**src/design/wfrm_pkg.sv**
```systemverilog
`timescale 1ns / 1ps
// shared types and constants of the windowed flow rate meter
// no dependencies

package wfrm_pkg;

   localparam int COUNT_W   = 32;
   localparam int TIME_W    = 48;
   localparam int RATE_W    = 32;
   localparam int PB_W      = 16;
   localparam int MS_W      = 10;
   localparam int PBK_W     = PB_W + MS_W;
   localparam int PROD_W    = PBK_W + COUNT_W;
   localparam int STEP_W    = $clog2(PROD_W + 1);
   localparam int CSR_W     = TIME_W;
   localparam int CSR_IDX_W = 1;

   localparam logic [MS_W-1:0] MS_PER_S           = MS_W'(1000);
   localparam logic [PB_W-1:0] PACKET_BYTES_RESET = PB_W'(1048);
   localparam int              WINDOW_DEFAULT     = 5;

   typedef enum logic [CSR_IDX_W-1:0] {
      CSR_PACKET_BYTES = 1'b0,
      CSR_START_TIME   = 1'b1
   } csr_idx_type;

   // controller to datapath
   typedef struct packed {
      logic capture;
      logic delta;
      logic scale;
      logic div_rate_go;
      logic take_rate;
      logic update;
      logic div_mean_go;
      logic load_rsp;
   } cmd_type;

   // datapath to controller
   typedef struct packed {
      logic bad;
      logic div_busy;
      logic rsp_busy;
   } sts_type;

endpackage

```
**src/design/wfrm_ram.sv**
```systemverilog
`timescale 1ns / 1ps
// generic single write port ram with registered read
// no dependencies

module wfrm_ram #(
   parameter int WIDTH = 32,
   parameter int DEPTH = 5
) (
   input  logic                   clock,
   input  logic                   we,
   input  logic [((DEPTH > 1) ? $clog2(DEPTH) : 1)-1:0] waddr,
   input  logic [WIDTH-1:0]       wdata,
   input  logic [((DEPTH > 1) ? $clog2(DEPTH) : 1)-1:0] raddr,
   output logic [WIDTH-1:0]       rdata
);

   logic [WIDTH-1:0] mem [DEPTH];
   logic [WIDTH-1:0] rdata_ff;

   always_ff @(posedge clock) begin
      if (we) begin
         mem[waddr] <= wdata;
      end
      rdata_ff <= mem[raddr];
   end

   assign rdata = rdata_ff;

endmodule

```
**src/design/wfrm_divider.sv**
```systemverilog
`timescale 1ns / 1ps
// restoring divider, one quotient bit per cycle, shared for rate and mean
// depends on wfrm_pkg

module wfrm_divider (
   input  logic                          clock,
   input  logic                          reset,
   input  logic                          start,
   input  logic [wfrm_pkg::PROD_W-1:0]   dividend,
   input  logic [wfrm_pkg::TIME_W-1:0]   divisor,
   input  logic [wfrm_pkg::STEP_W-1:0]   steps,
   output logic                          busy,
   output logic [wfrm_pkg::PROD_W-1:0]   quotient
);
   import wfrm_pkg::*;

   logic                act_ff, act_in;
   logic [STEP_W-1:0]   cnt_ff, cnt_in;
   logic [TIME_W:0]     rem_ff, rem_in;
   logic [PROD_W-1:0]   quo_ff, quo_in;
   logic [TIME_W-1:0]   div_ff, div_in;
   logic [TIME_W:0]     trial;
   logic                fits;

   assign trial = {rem_ff[TIME_W-1:0], quo_ff[PROD_W-1]};
   assign fits  = trial >= {1'b0, div_ff};

   always_comb begin
      act_in = act_ff;
      cnt_in = cnt_ff;
      rem_in = rem_ff;
      quo_in = quo_ff;
      div_in = div_ff;
      if (start) begin
         act_in = 1'b1;
         cnt_in = steps;
         rem_in = '0;
         quo_in = dividend;
         div_in = divisor;
      end else if (act_ff) begin
         rem_in = fits ? (trial - {1'b0, div_ff}) : trial;
         quo_in = {quo_ff[PROD_W-2:0], fits};
         cnt_in = cnt_ff - STEP_W'(1);
         if (cnt_ff == STEP_W'(1)) begin
            act_in = 1'b0;
         end
      end
   end

   always_ff @(posedge clock) begin
      if (reset) begin
         act_ff <= 1'b0;
         cnt_ff <= '0;
      end else begin
         act_ff <= act_in;
         cnt_ff <= cnt_in;
      end
      rem_ff <= rem_in;
      quo_ff <= quo_in;
      div_ff <= div_in;
   end

   assign busy     = act_ff;
   assign quotient = quo_ff;

endmodule

```
**src/design/wfrm_datapath.sv**
```systemverilog
`timescale 1ns / 1ps
// datapath: config registers, interval math, rate ring, running sum, output register
// depends on wfrm_pkg, wfrm_ram, wfrm_divider

module wfrm_datapath #(
   parameter int WINDOW = wfrm_pkg::WINDOW_DEFAULT
) (
   input  logic                                  clock,
   input  logic                                  reset,
   input  wfrm_pkg::cmd_type                     cmd,
   output wfrm_pkg::sts_type                     sts,
   input  logic [wfrm_pkg::COUNT_W+wfrm_pkg::TIME_W-1:0] req_tdata,
   output logic [wfrm_pkg::RATE_W-1:0]           rsp_tdata,
   output logic                                  rsp_tuser,
   output logic                                  rsp_tvalid,
   input  logic                                  rsp_tready,
   input  logic                                  csr_we,
   input  logic [wfrm_pkg::CSR_IDX_W-1:0]        csr_index,
   input  logic [wfrm_pkg::CSR_W-1:0]            csr_wdata
);
   import wfrm_pkg::*;

   localparam int PTR_W = (WINDOW > 1) ? $clog2(WINDOW) : 1;
   localparam int CNT_W = $clog2(WINDOW + 1);
   localparam int SUM_W = RATE_W + ((WINDOW > 1) ? $clog2(WINDOW) : 0);
   localparam logic [PTR_W-1:0] LAST_POS = PTR_W'(WINDOW - 1);
   localparam logic [CNT_W-1:0] FULL_CNT = CNT_W'(WINDOW);

   // config
   logic [PB_W-1:0]    pb_ff, pb_in;

   // per flow state
   logic [COUNT_W-1:0] prev_cnt_ff, prev_cnt_in;
   logic [TIME_W-1:0]  prev_time_ff, prev_time_in;
   logic [PTR_W-1:0]   pos_ff, pos_in;
   logic [CNT_W-1:0]   fill_ff, fill_in;
   logic [SUM_W-1:0]   sum_ff, sum_in;

   // working registers
   logic [COUNT_W-1:0] cnt_ff;
   logic [TIME_W-1:0]  now_ff;
   logic [COUNT_W-1:0] dc_ff;
   logic [TIME_W-1:0]  dt_ff;
   logic               bad_ff;
   logic [PBK_W-1:0]   pbk_ff;
   logic [PROD_W-1:0]  prod_ff;
   logic [RATE_W-1:0]  rate_ff;

   // output register
   logic               rsp_valid_ff, rsp_valid_in;
   logic [RATE_W-1:0]  rsp_data_ff;
   logic               rsp_bad_ff;

   logic [RATE_W-1:0]  old_rate;
   logic [SUM_W:0]     sum_add;
   logic               div_go;
   logic [PROD_W-1:0]  div_dividend;
   logic [TIME_W-1:0]  div_divisor;
   logic [STEP_W-1:0]  div_steps;
   logic               div_busy;
   logic [PROD_W-1:0]  quo;

   wfrm_ram #(
      .WIDTH (RATE_W),
      .DEPTH (WINDOW)
   ) u_ring (
      .clock (clock),
      .we    (cmd.update),
      .waddr (pos_ff),
      .wdata (rate_ff),
      .raddr (pos_ff),
      .rdata (old_rate)
   );

   // rate division or mean division, never both at once
   assign div_go       = cmd.div_rate_go | cmd.div_mean_go;
   assign div_dividend = cmd.div_mean_go ? {sum_ff, {(PROD_W - SUM_W){1'b0}}} : prod_ff;
   assign div_divisor  = cmd.div_mean_go ? TIME_W'(fill_ff) : dt_ff;
   assign div_steps    = cmd.div_mean_go ? STEP_W'(SUM_W) : STEP_W'(PROD_W);

   wfrm_divider u_div (
      .clock    (clock),
      .reset    (reset),
      .start    (div_go),
      .dividend (div_dividend),
      .divisor  (div_divisor),
      .steps    (div_steps),
      .busy     (div_busy),
      .quotient (quo)
   );

   // running window sum, oldest slot drops out once full
   assign sum_add = {1'b0, sum_ff} + (SUM_W + 1)'(rate_ff)
                  - ((fill_ff == FULL_CNT) ? (SUM_W + 1)'(old_rate) : '0);

   always_comb begin
      pb_in        = pb_ff;
      prev_cnt_in  = prev_cnt_ff;
      prev_time_in = prev_time_ff;
      pos_in       = pos_ff;
      fill_in      = fill_ff;
      sum_in       = sum_ff;
      rsp_valid_in = rsp_valid_ff;
      if (csr_we) begin
         unique case (csr_idx_type'(csr_index))
            CSR_PACKET_BYTES: pb_in = csr_wdata[PB_W-1:0];
            CSR_START_TIME: begin
               // the start time only matters as the first reference
               if (fill_ff == '0) begin
                  prev_time_in = csr_wdata;
               end
            end
            default: ;
         endcase
      end
      if (cmd.update) begin
         sum_in       = sum_add[SUM_W-1:0];
         pos_in       = (pos_ff == LAST_POS) ? '0 : pos_ff + PTR_W'(1);
         fill_in      = (fill_ff == FULL_CNT) ? fill_ff : fill_ff + CNT_W'(1);
         prev_cnt_in  = cnt_ff;
         prev_time_in = now_ff;
      end
      if (rsp_valid_ff && rsp_tready) begin
         rsp_valid_in = 1'b0;
      end
      if (cmd.load_rsp) begin
         rsp_valid_in = 1'b1;
      end
   end

   always_ff @(posedge clock) begin
      if (reset) begin
         pb_ff        <= PACKET_BYTES_RESET;
         prev_cnt_ff  <= '0;
         prev_time_ff <= '0;
         pos_ff       <= '0;
         fill_ff      <= '0;
         sum_ff       <= '0;
         rsp_valid_ff <= 1'b0;
      end else begin
         pb_ff        <= pb_in;
         prev_cnt_ff  <= prev_cnt_in;
         prev_time_ff <= prev_time_in;
         pos_ff       <= pos_in;
         fill_ff      <= fill_in;
         sum_ff       <= sum_in;
         rsp_valid_ff <= rsp_valid_in;
      end
   end

   always_ff @(posedge clock) begin
      if (cmd.capture) begin
         cnt_ff <= req_tdata[COUNT_W-1:0];
         now_ff <= req_tdata[COUNT_W+TIME_W-1:COUNT_W];
      end
      if (cmd.delta) begin
         dc_ff  <= cnt_ff - prev_cnt_ff;
         dt_ff  <= now_ff - prev_time_ff;
         bad_ff <= (now_ff <= prev_time_ff) || (cnt_ff < prev_cnt_ff);
         pbk_ff <= PBK_W'(pb_ff) * PBK_W'(MS_PER_S);
      end
      if (cmd.scale) begin
         prod_ff <= PROD_W'(pbk_ff) * PROD_W'(dc_ff);
      end
      if (cmd.take_rate) begin
         if (bad_ff) begin
            rate_ff <= '0;
         end else if (|quo[PROD_W-1:RATE_W]) begin
            rate_ff <= '1;
         end else begin
            rate_ff <= quo[RATE_W-1:0];
         end
      end
      if (cmd.load_rsp) begin
         rsp_data_ff <= quo[RATE_W-1:0];
         rsp_bad_ff  <= bad_ff;
      end
   end

   assign sts.bad      = bad_ff;
   assign sts.div_busy = div_busy;
   assign sts.rsp_busy = rsp_valid_ff && !rsp_tready;

   assign rsp_tdata  = rsp_data_ff;
   assign rsp_tuser  = rsp_bad_ff;
   assign rsp_tvalid = rsp_valid_ff;

endmodule

```
**src/design/wfrm_ctrl.sv**
```systemverilog
`timescale 1ns / 1ps
// controller: sequences one request through the datapath
// depends on wfrm_pkg

module wfrm_ctrl (
   input  logic              clock,
   input  logic              reset,
   input  logic              req_tvalid,
   output logic              req_tready,
   input  wfrm_pkg::sts_type sts,
   output wfrm_pkg::cmd_type cmd
);
   import wfrm_pkg::*;

   typedef enum logic [9:0] {
      S_IDLE      = 10'b00_0000_0001,
      S_DELTA     = 10'b00_0000_0010,
      S_SCALE     = 10'b00_0000_0100,
      S_DIVR_GO   = 10'b00_0000_1000,
      S_DIVR      = 10'b00_0001_0000,
      S_RATE      = 10'b00_0010_0000,
      S_UPDATE    = 10'b00_0100_0000,
      S_DIVM_GO   = 10'b00_1000_0000,
      S_DIVM      = 10'b01_0000_0000,
      S_OUT       = 10'b10_0000_0000
   } state_type;

   state_type state_ff, state_in;

   assign req_tready = (state_ff == S_IDLE);

   always_comb begin
      state_in = state_ff;
      cmd      = '0;
      unique case (state_ff)
         S_IDLE: begin
            if (req_tvalid) begin
               cmd.capture = 1'b1;
               state_in    = S_DELTA;
            end
         end
         S_DELTA: begin
            cmd.delta = 1'b1;
            state_in  = S_SCALE;
         end
         S_SCALE: begin
            cmd.scale = 1'b1;
            state_in  = sts.bad ? S_RATE : S_DIVR_GO;
         end
         S_DIVR_GO: begin
            cmd.div_rate_go = 1'b1;
            state_in        = S_DIVR;
         end
         S_DIVR: begin
            if (!sts.div_busy) begin
               state_in = S_RATE;
            end
         end
         S_RATE: begin
            cmd.take_rate = 1'b1;
            state_in      = S_UPDATE;
         end
         S_UPDATE: begin
            cmd.update = 1'b1;
            state_in   = S_DIVM_GO;
         end
         S_DIVM_GO: begin
            cmd.div_mean_go = 1'b1;
            state_in        = S_DIVM;
         end
         S_DIVM: begin
            if (!sts.div_busy) begin
               state_in = S_OUT;
            end
         end
         S_OUT: begin
            if (!sts.rsp_busy) begin
               cmd.load_rsp = 1'b1;
               state_in     = S_IDLE;
            end
         end
         default: state_in = S_IDLE;
      endcase
   end

   always_ff @(posedge clock) begin
      if (reset) begin
         state_ff <= S_IDLE;
      end else begin
         state_ff <= state_in;
      end
   end

endmodule

```
**src/design/windowed_flow_rate_meter.sv**
```systemverilog
`timescale 1ns / 1ps
// top level of the windowed flow rate meter
// depends on wfrm_pkg, wfrm_ctrl, wfrm_datapath

// Each request carries a flow's cumulative packet count and a millisecond
// timestamp. The block turns the interval since the previous request into a
// byte rate, floor(packet_bytes * 1000 * delta_count / delta_ms), saturated to
// 32 bits, puts it in a ring of WINDOW slots and answers with the truncated
// mean over the slots filled so far (over all WINDOW once the ring is full).
// A non-positive time delta or a count that goes backwards records rate 0 and
// sets the bad_interval flag in rsp_tuser. One request is worked at a time,
// through a single restoring divider, one quotient bit per cycle, shared
// between the 58-bit rate division and the SUM_W-bit mean division, where
// SUM_W = 32 + ceil(log2(WINDOW)); a bad interval skips the rate division.
// The result sits in an output register, so the next request is accepted
// the cycle after the result is loaded, while it waits; a new result is only
// loaded once the previous one has been taken, so a stalled receiver holds
// up the block.
// Configuration: index 0 packet_bytes, index 1 start_time_ms; writing the
// start time also sets the previous timestamp while the ring is still empty.

module windowed_flow_rate_meter #(
   parameter int WINDOW = wfrm_pkg::WINDOW_DEFAULT
) (
   input  logic                                  clock,
   input  logic                                  reset,
   // request channel
   input  logic                                  req_tvalid,
   output logic                                  req_tready,
   // pkt_total [31:0], now_ms [79:32]
   input  logic [wfrm_pkg::COUNT_W+wfrm_pkg::TIME_W-1:0] req_tdata,
   // response channel
   output logic                                  rsp_tvalid,
   input  logic                                  rsp_tready,
   // average_rate [31:0]
   output logic [wfrm_pkg::RATE_W-1:0]           rsp_tdata,
   // bad_interval [0]
   output logic                                  rsp_tuser,
   // configuration write port
   input  logic                                  csr_we,
   input  logic [wfrm_pkg::CSR_IDX_W-1:0]        csr_index,
   input  logic [wfrm_pkg::CSR_W-1:0]            csr_wdata
);
   import wfrm_pkg::*;

   cmd_type cmd;
   sts_type sts;

   // sequencer for capture, deltas, scaling, divisions and result load
   wfrm_ctrl u_ctrl (
      .clock      (clock),
      .reset      (reset),
      .req_tvalid (req_tvalid),
      .req_tready (req_tready),
      .sts        (sts),
      .cmd        (cmd)
   );

   // arithmetic, ring storage, config registers and response register
   wfrm_datapath #(
      .WINDOW (WINDOW)
   ) u_dp (
      .clock      (clock),
      .reset      (reset),
      .cmd        (cmd),
      .sts        (sts),
      .req_tdata  (req_tdata),
      .rsp_tdata  (rsp_tdata),
      .rsp_tuser  (rsp_tuser),
      .rsp_tvalid (rsp_tvalid),
      .rsp_tready (rsp_tready),
      .csr_we     (csr_we),
      .csr_index  (csr_index),
      .csr_wdata  (csr_wdata)
   );

endmodule
```
**config.mk**
```make
export PLATFORM = sky130hd
export DESIGN_NAME = windowed_flow_rate_meter
export DESIGN_NICKNAME = d
export VERILOG_FILES = /design/src/design/wfrm_pkg.sv /design/src/design/wfrm_ram.sv /design/src/design/wfrm_divider.sv /design/src/design/wfrm_datapath.sv /design/src/design/wfrm_ctrl.sv /design/src/design/windowed_flow_rate_meter.sv
export SDC_FILE = /design/constraint.sdc
export NUM_CORES = 2
export LEC_CHECK = 0
export BUFFER_PORTS_ARGS = -buffer_cell sky130_fd_sc_hd__clkbuf_2
export CORE_MARGIN = 1
export CORE_UTILIZATION = 40
export CTS_CLUSTER_DIAMETER = 100
export DETAILED_ROUTE_END_ITERATION = 8
export GPL_TIMING_DRIVEN = 1
export HOLD_SLACK_MARGIN = 0.05
export SYNTH_ARGS = -nofsm -noshare
export SYNTH_HDL_FRONTEND = slang
export SYNTH_SLANG_ARGS = --single-unit
```
**constraint.sdc**
```tcl
create_clock -name clock -period 9.47 [get_ports clock]
set_clock_uncertainty 0.2 [all_clocks]
set_input_delay 0 -clock clock [delete_from_list [all_inputs] [get_ports clock]]
set_output_delay 0 -clock clock [all_outputs]
set_load 0.1 [all_outputs]
```
==> flow_summary_export.csv <==
group,metric,value,unit
placed_design,hpwlAfterDp,137300,um
grt,grt_max_degree,100,
clock_tree,postCtsSetupBuffers,0,
synth,syn_inst,6534,
grt,track_usage,0.2270,
critical_path,critPathLaunch,"u_dp.dc_ff[15]",
finish,area_growth,14.32,%
critical_path,start_kind,"flop",
hold_path,hold_class,"in2reg",
synth,yosysMostFrequentCell,"inv_1",
drt,drcViolationCount,0,
synth,synth_top_cell_area_share,0.2631,
synth,synth_area_per_cell,9.956,um^2
synth,ys_seq_area_frac,0.3354,
critical_path,critPathKind,"reg2reg",
grt,grt_pass1_vias,49563,
synth,ys_types,84,
placed_design,portBuffers,168,
synth,async_flop_share,0,
outcome,status,"finished clean",
synth,syn-num-nets,7788,
floorplanning,dieArea,164200,um^2
sta,period_minus_slack,8.407,ns
sta,setup_viol,0,
clock_tree,clk_pin_slew,0.06,ns
critical_path,end_kind,"flop",
finish,fin_util,0.4621,
floorplanning,die_h,405.3,um
sta,slew_headroom,0.1264,
grt,antenna_found_initial,6,
flow_run,cap_violations,0,
synth,synth_area,65050,um^2
clock_tree,htreeDepth,3,
finish,final_cells,9119,
clock_tree,cts_buffer_depth,3,
floorplanning,coreArea,160900,um^2
critical_path,r2r_cells,22,
grt,overflow,0,
clock_tree,cts_made_buffers,88,
synth,synth_top_cell_by_area,"edfxtp_1",
sta,fin_ws,1.063,ns
drt,drtPass1Iterations,6,
synth,ys_ff_latch,805,
finish,layout-drive-gt1-share,0.06555,
sta,tightest_slew,1.310,ns
drt,detail_route.vias_per_cell,5.260,
clock_tree,cts_sinks,805,
critical_path,rr_endpoint,"u_dp.prod_ff[53]",
sta,hold_viol,0,
drt,routed_wl,184200,um
drt,wire_per_inst,20.20,um
synth,yosysWarnings,0,
clock_tree,clk_latency,0.74,ns
sta,fin_crit_sh,0.8878,
critical_path,reg2reg_slack,1.06,ns
synth,synth_flop_cell,"edfxtp_1",
grt,grt_pass1_wl,289200,um
sta,slew_viol_final,0,
synth,synthTopCellsByCount,"inv_1 (994), nand2_1 (810), fa_1 (716)",
sta,fmax,118.9,MHz
floorplanning,start_util,0.4042,
finish,finalNetCount,8134,
sta,rsz0062_at_grt,"no",
clock_tree,cts_root_buffer,"clkbuf_16",
placed_design,gp_congestion,0.9316,
sta,tns,0,ns
critical_path,r2r_start,"u_dp.dc_ff[15]",
floorplanning,die_width,405.3,um
critical_path,required,9.73,ns
drt,ant_nets,0,
synth,synth_area_leaders,"edfxtp_1 (26%), fa_1 (22%), ha_1 (7.8%)",
floorplanning,rows,147,
drt,drtIter0Drc,3421,
clock_tree,cts_tree,"done",
placed_design,dpl_worst_slack,1.257,ns
critical_path,setup.worst_path.end,"u_dp.prod_ff[53]",
drt,vias,47966,
placed_design,dp.cells,8640,
synth,synth_edf_count,570,
critical_path,critPathMaxFanout,23,
floorplanning,io_pins,169,
critical_path,worstPathArrival,8.66,ns
## state kept, by name (all words and copies together) (netlist names), 3 cells and up
register and cells:
u_ctrl.state_ff 10, u_dp.cnt_ff 32, u_dp.dc_ff 32, u_dp.dt_ff 48, u_dp.fill_ff 3, u_dp.now_ff 48
u_dp.pb_ff 16, u_dp.pbk_ff 23, u_dp.pos_ff 3, u_dp.prev_cnt_ff 32, u_dp.prev_time_ff 48, u_dp.prod_ff 55
u_dp.rate_ff 32, u_dp.rsp_tdata 32, u_dp.sum_ff 35, u_dp.u_div.cnt_ff 6, u_dp.u_div.div_ff 48, u_dp.u_div.quotient 58
u_dp.u_div.rem_ff 48, u_dp.u_ring.mem 160, u_dp.u_ring.rdata 32
## what timing repair did
action | 4_1_cts | 5_1_grt
endpoints found under the setup margin | 0 | 0
gates resized for setup | 0 | 0
hold buffers | 310 | 0
endpoints found under the hold margin | 260 | 0
## worst max-delay path: stages (launching register included)
cell,delay [ns]
edfxtp_1,1.20
nand2_1,0.19
fa_1,0.58
inv_1,0.05
fa_1,0.48
fa_1,0.58
fa_1,0.44
fa_1,0.48
fa_1,0.51
inv_1,0.05
fa_1,0.58
inv_1,0.07
ha_1,0.43
nand2_1,0.10
o21ai_0,0.39
a21oi_1,0.14
o21ai_0,0.25
o21ai_0,0.19
o211ai_1,0.35
a31oi_1,0.22
o21bai_1,0.32
a21boi_0,0.19
xnor2_1,0.15
## area by class of cell
type	count	area, um^2
sequential	805	21820
tap	2160	2703
fill	15015	86570
clock inverter	54	726.9
multi-input combinational	4416	38350
antenna	3	7.507
inverter	995	3735
clock buffer	112	2352
timing repair buffer	574	4671
## logic make-up (layout without fill, tap and decap cells)
kind of cell | Yosys count | count (layout) | synth area share
AND/OR/NAND/NOR | 1856 | 1856 | 0.1359
adder cells (fa/ha/maj) | 1120 | 1120 | 0.2981
buffers and inverters | 1313 | 1735 | 0.07626
AO/OA/AOI/OAI | 1101 | 1101 | 0.1062
flip-flops | 805 | 805 | 0.3354
multiplexers | 125 | 125 | 0.01933
other | 0 | 3 | 0
XOR/XNOR | 214 | 214 | 0.02881
## how the worst min path moves through the flow
stage / startpoint / to / slack (ns) / cells past startpoint
5_1_grt: csr_we / u_dp.prev_time_ff[43] / 0.13 / 4
2_1_floorplan: req_tdata[0] / u_dp.cnt_ff[0] / -0.10 / 0
3_5_place_dp: req_tdata[8] / u_dp.cnt_ff[8] / -0.02 / 1
3_3_place_gp: req_tdata[6] / u_dp.cnt_ff[6] / -0.02 / 1
6_report: csr_we / u_dp.prev_time_ff[43] / 0.10 / 4
4_1_cts: csr_we / u_dp.prev_time_ff[43] / 0.08 / 4
## per-stage QoR
step                      hold WS, ns  cell area [um^2]
final                          0.1025             74370
after global routing           0.1329             74360
after CTS                     0.07582             74360
after detailed placement     -0.02136             68180
after global placement       -0.02306             68180
after floorplan               -0.1011             65050
## layer usage
| layer | track usage | wire (um) | up-vias |
|---|---|---|---|
| li1 | - | - | 22126 |
| met1 | 0.3129 | 82320 | 23946 |
| met2 | 0.3738 | 86080 | 1559 |
| met3 | 0.02725 | 10370 | 333 |
| met4 | 0.06692 | 5424 | 2 |
| met5 | 0 | 13 | - |
## cell usage in the layout (no fill, tap or decap), types with 96 or more instances in the layout
cell,n
inv_1,994
nand2_1,810
fa_1,716
edfxtp_1,570
ha_1,404
a21oi_1,385
and2_1,377
dlygate4sd3_1,310
nor2_1,270
dfxtp_1,232
o21ai_0,205
clkbuf_2,167
xnor2_1,139
a21o_1,127
mux2i_1,120
buf_4,96
Power is not shown: default switching activity piles up to over one toggle a cycle in this logic, so the estimate is an artifact.
